$ cat config.mk
export PLATFORM = sky130hd
export DESIGN_NAME = ctbp_table
export DESIGN_NICKNAME = d
export VERILOG_FILES = /design/src/ctbp_pkg.sv /design/src/ctbp_table.sv
export SDC_FILE = /design/constraint.sdc
export NUM_CORES = 2
export LEC_CHECK = 0
export ABC_AREA = 0
export BUFFER_PORTS_ARGS = -buffer_cell sky130_fd_sc_hd__buf_2
export CAP_MARGIN = 20
export CORE_MARGIN = 3
export CORE_UTILIZATION = 29
export DETAILED_ROUTE_END_ITERATION = 12
export GPL_TIMING_DRIVEN = 0
export HOLD_SLACK_MARGIN = 0.1
export PLACE_DENSITY = 0.41
export SYNTH_ARGS = -nofsm -noshare
export SYNTH_HDL_FRONTEND = slang
export SYNTH_SLANG_ARGS = --single-unit
$ cat constraint.sdc
create_clock -name i_clk -period 3 [get_ports i_clk]
set_input_delay 0.15 -clock i_clk [delete_from_list [all_inputs] [get_ports i_clk]]
set_output_delay 0.15 -clock i_clk [all_outputs]
set_load 0.01 [all_outputs]
$ cat src/ctbp_pkg.sv
// ----------------------------------------------------------------------------
// ctbp_pkg
// Shared constants and types for the code table bit packer and decoder.
// ----------------------------------------------------------------------------
package ctbp_pkg;

    localparam int TableSymbols = 256;
    localparam int LongestCode  = 32;
    localparam int SymW         = $clog2(TableSymbols);
    localparam int LenW         = 6;
    localparam int PredW        = 37;

    // operation codes
    localparam logic [2:0] OP_CLEAR  = 3'd0;
    localparam logic [2:0] OP_LOAD   = 3'd1;
    localparam logic [2:0] OP_ENCODE = 3'd2;
    localparam logic [2:0] OP_FLUSH  = 3'd3;
    localparam logic [2:0] OP_DECODE = 3'd4;

    // result kinds
    localparam logic [1:0] KIND_WORD  = 2'd0;
    localparam logic [1:0] KIND_FINAL = 2'd1;
    localparam logic [1:0] KIND_DEC   = 2'd2;
    localparam logic [1:0] KIND_ERR   = 2'd3;

    // one result beat
    typedef struct packed {
        logic [1:0]       kind;
        logic [31:0]      word;
        logic [31:0]      bits;
        logic [PredW-1:0] pred;
        logic [7:0]       sym;
        logic [LenW-1:0]  len;
        logic             found;
    } t_result;

    // low bit mask of a given length (32 and above: all ones)
    function automatic logic [31:0] low_mask(input logic [LenW-1:0] len);
        logic [31:0] m;
        begin
            if (len >= LenW'(32)) m = '1;
            else m = (32'd1 << len[4:0]) - 32'd1;
            return m;
        end
    endfunction

endpackage

$ cat src/ctbp_table.sv
// ----------------------------------------------------------------------------
// ctbp_table
// Code and length memory, one write and one registered read per cycle.
// ----------------------------------------------------------------------------
module ctbp_table (
    input  logic                     i_clk,
    input  logic                     i_we,
    input  logic [ctbp_pkg::SymW-1:0] i_waddr,
    input  logic [7:0]               i_wcode,
    input  logic [ctbp_pkg::LenW-1:0] i_wlen,
    input  logic [ctbp_pkg::SymW-1:0] i_raddr,
    output logic [7:0]               o_rcode,
    output logic [ctbp_pkg::LenW-1:0] o_rlen
);
    logic [7+ctbp_pkg::LenW:0] r_mem [ctbp_pkg::TableSymbols];
    logic [7+ctbp_pkg::LenW:0] r_rd;

    // storage port
    always_ff @(posedge i_clk) begin
        if (i_we) r_mem[i_waddr] <= {i_wlen, i_wcode};
        r_rd <= r_mem[i_raddr];
    end

    assign o_rcode = r_rd[7:0];
    assign o_rlen  = r_rd[7+ctbp_pkg::LenW:8];
endmodule

==> key figures <==
Critical path
  – Setup CP Type: input pin to flip-flop
  – Worst path required time: 3.82 ns
  – FF-to-FF setup slack: -0.05 ns
  – Crit path max-delay family: buffers and inverters
  – FF-to-FF Start: r_mem[99][2]$_DFFE_PP_
  – Crit end category: flip-flop
  – Startpoint types: input pin
  – Crit path arrival time: 4.02 ns
  – Crit Path Max Fanout: 10
  – Worst stage delay on the critical path: 0.58 ns
  – Most used cell along the critical path: buf_6
  – FF-to-FF path depth: 7
  – Reg-to-Reg End: r_rd[2]$_DFF_P_
  – Buf/Inv on CP: 6
  – Slowest CP cell: nor3_4
  – Crit-path cells: buf_4 > buf_6 > buf_6 > buf_4 > buf_8 > buf_6 > mux2i_1 > a32oi_2 > a31oi_2 > o2bb2ai_1 > nor3_4

Power and ir drop
  – Max VDD drop: 0.000441 V
  – Leak: 52.1 nW
  – Pwr Density: 663 nW/um2
  – Register share of total power: 0.498
  – Comb power frac: 0.064
  – Pint: 85.7 mW
  – Sw frac: 0.231
  – P_sw: 25.7 mW
  – Clock power share: 0.438

STA
  – Max-slew violations: 0
  – Hold Fails Final Rpt: 0
  – RSZ-0062 raised after global routing: true
  – Worst Max-Slew Pin Slew: 1.33 ns
  – Slew Limit Headroom: 0.107
  – Fin worst setup slack: -0.204 ns
  – Final setup violation count: 94
  – Worst Skew: 0.0675 ns
  – Fmax achieved: 312 MHz
  – Tcrit/Tclk final: 1.07
  – Fin crit period: 3.20 ns

Global route
  – GR Layer Usage met1: 0.289
  – GRT met2 Usage: 0.328
  – First-pass GRT wire length: 679000 um
  – Vias in the first global route: 71300
  – GR Overflow Total: 0
  – Busiest grt layer: met2
  – Total GRT Usage: 0.208
  – Largest net degree at the start of global routing: 153
  – Initial antenna violation count: 48
  – GRT met3 Usage: 0.0411

Synth
  – Seq/Total Area, Yosys: 0.777
  – Synth Area in Adders: 0
  – Synth Area in Compound Gates: 0.0255
  – Synth Instances: 6142
  – Area contributors post-synth: edfxtp_1 78%, mux4_2 14%, mux2i_1 2.1%
  – Cell Area, Synth: 139000 um2
  – Main synth FF type: edfxtp_1
  – Post-synth EDFFs: 3584
  – Synth top area share: 0.775
  – Largest family of logic cells by synthesized area: multiplexers
  – Average size of a mapped cell: 22.6 um2
  – Cell taking the most area after synthesis: edfxtp_1
  – Yosys warning total: 0
  – Top-count cell post-synth: edfxtp_1
  – Yosys reg bits: 3598
  – Synth Area in Simple Gates: 0.0175
  – Ys async rst share: 0
  – Post-Synth XOR/XNOR Area: 0
  – Distinct cell type count after synthesis: 58
  – Synthesized netlist net count: 6174
  – Multiplexer area fraction after synthesis: 0.163
  – Post-synth top cells: 3584 x edfxtp_1, 859 x mux4_2, 301 x nor2_1

Routing
  – Drt initial violations: 9105
  – DRT Pass-1 Iters: 6
  – # DRC: 0
  – WL per Instance: 37.9 um
  – WL final: 518000 um
  – Antenna Violating Nets Remaining: 0
  – DR vias/cell: 5.21
  – Vias: 71200

Placed design
  – Number of port buffers: 35
  – Global placement routability congestion: 0.856
  – Placed cells: 12900
  – Hpwl dp: 361000 um

Die
  – Ports: 46
  – Core area: 476000 um2
  – DIE WIDTH: 698 um
  – DIE AREA: 487000 um2
  – Num rows: 253
  – Die height: 698 um
  – Initial core utilization: 0.292

Final layout
  – Final nets: 6986
  – Post-Layout Cell Count: 13700
  – P&R area growth vs syn: 21.1%
  – Fraction of layout cells with a size suffix above 1: 0.337
  – Number of fill cells in the layout: 43800
  – Final Util: 0.353

Run status
  – Failing checks: negative setup slack
  – Status: finished with violations

Worst hold path
  – Hold path endpoint: r_mem[46][11]$_DFFE_PP_
  – Worst Min Path Start: i_wlen[3]
  – WHS Path Cells: 2
  – Tightest Hold Check Type: input pin to flip-flop

Flow run
  – Max-cap violation count: 0

Clock tree
  – Root Buffer: clkbuf_16
  – Clock Latency Late Sink: 1.01 ns
  – CTS Buf Count: 406
  – Clk sink count: 3598
  – CTS tree: built
  – Clk pin slew, worst setup/hold paths: 0.06 ns
  – Htree depth: 5
  – CTS Buffer Depth: 4
==> power groups by stage <==
stage / logic, mW / clock network (mW) / registers [mW]
finish: 7.18 / 48.7 / 55.5
global route: 7.35 / 51.6 / 55.4
CTS: 7.19 / 49.7 / 55.5
detailed placement: 6.96 / 0 / 56.5
global placement: 6.51 / 0 / 56.8
floorplan: 2.74 / 0 / 56.5
==> cell usage in the layout (no fill, tap or decap), types with 68 or more instances in the layout <==
master	Yosys	routed
a22oi_1	92	92
clkinv_1	0	101
clkinv_2	0	68
nor2_2	0	243
buf_16	0	86
mux2i_1	290	288
clkbuf_16	0	410
buf_8	14	208
buf_4	42	112
edfxtp_1	3584	3584
buf_6	47	69
clkbuf_1	145	166
mux4_2	859	859
==> cell families after synthesis <==
kind of cell    after synthesis
compound gates              475
buf+inv                     371
flops                      3598
mux                        1167
simple gates                531
==> final cells by class <==
cell class	instances	area, um2	share of cell area
Clock buffer	497	10600	0.0632
Multi-Input combinational cell	2173	30100	0.179
Tap cell	6375	7980	0.0475
Inverter	2	7.51	0.0000447
Clock inverter	236	2220	0.0132
Timing Repair Buffer	407	6490	0.0386
Antenna cell	21	52.6	0.000313
Buffer	366	2700	0.0161
Sequential cell	3598	108000	0.642
==> sequential cells by signal, indices dropped and copies added, names as in the netlist <==
| name | flops |
|---|---|
| r_mem | 3584 |
| r_rd | 14 |
==> worst max-delay path by stage <==
stage / from / to / slack (ns) / cells after the start
CTS: i_raddr[1] / r_rd[12]$_DFF_P_ / -0.01 / 11
detailed placement: i_raddr[1] / r_rd[12]$_DFF_P_ / -3.05 / 11
global route: i_raddr[4] / r_rd[6]$_DFF_P_ / -0.1 / 10
global placement: i_raddr[2] / r_rd[10]$_DFF_P_ / -5.04 / 9
floorplan: i_raddr[0] / r_rd[12]$_DFF_P_ / 0.73 / 10
finish: i_raddr[1] / r_rd[11]$_DFF_P_ / -0.20 / 11
==> per-layer routing <==
| layer | vias to the layer above | share of wire |
|---|---|---|
| met3 | 675 | 0.072 |
| met5 | - | 0.00014 |
| li1 | 27900 | - |
| met1 | 39700 | 0.43 |
| met4 | 10 | 0.037 |
| met2 | 2937 | 0.46 |
==> timing repair <==
action                                 4_1_cts  5_1_grt
pin swaps                                    7        3
hold buffers                                43        2
resized for setup                          218       46
endpoints found under the hold margin     2667       14
setup endpoints to repair                   14      170
setup buffers                                2        2
==> worst reg2reg max path: cells and delay by family, from the launching register on <==
kind	cells	cell delay, ns
flip-flops	1	0.36
AO/OA/AOI/OAI	2	0.77
buffers and inverters	1	0.21
AND/OR/NAND/NOR	2	0.55
multiplexers	2	1.04
==> metrics by stage <==
stage | power [mW] | setup WS, ns | setup TNS, ns | hold slack [ns] | cell area [um2]
2_1_floorplan | 59.3 | 0.733 | 0 | 0.249 | 139000
3_3_place_gp | 63.3 | -5.04 | - | 0.553 | 147000
3_5_place_dp | 63.5 | -3.05 | -956.18 | 0.504 | 154000
4_1_cts | 112 | -0.0111 | -0.0111 | 0.110 | 168000
5_1_grt | 114 | -0.0981 | -4.80 | 0.155 | 168000
6_report | 111 | -0.204 | -8.03 | 0.197 | 168000
Power figures use the tool's default switching activity.
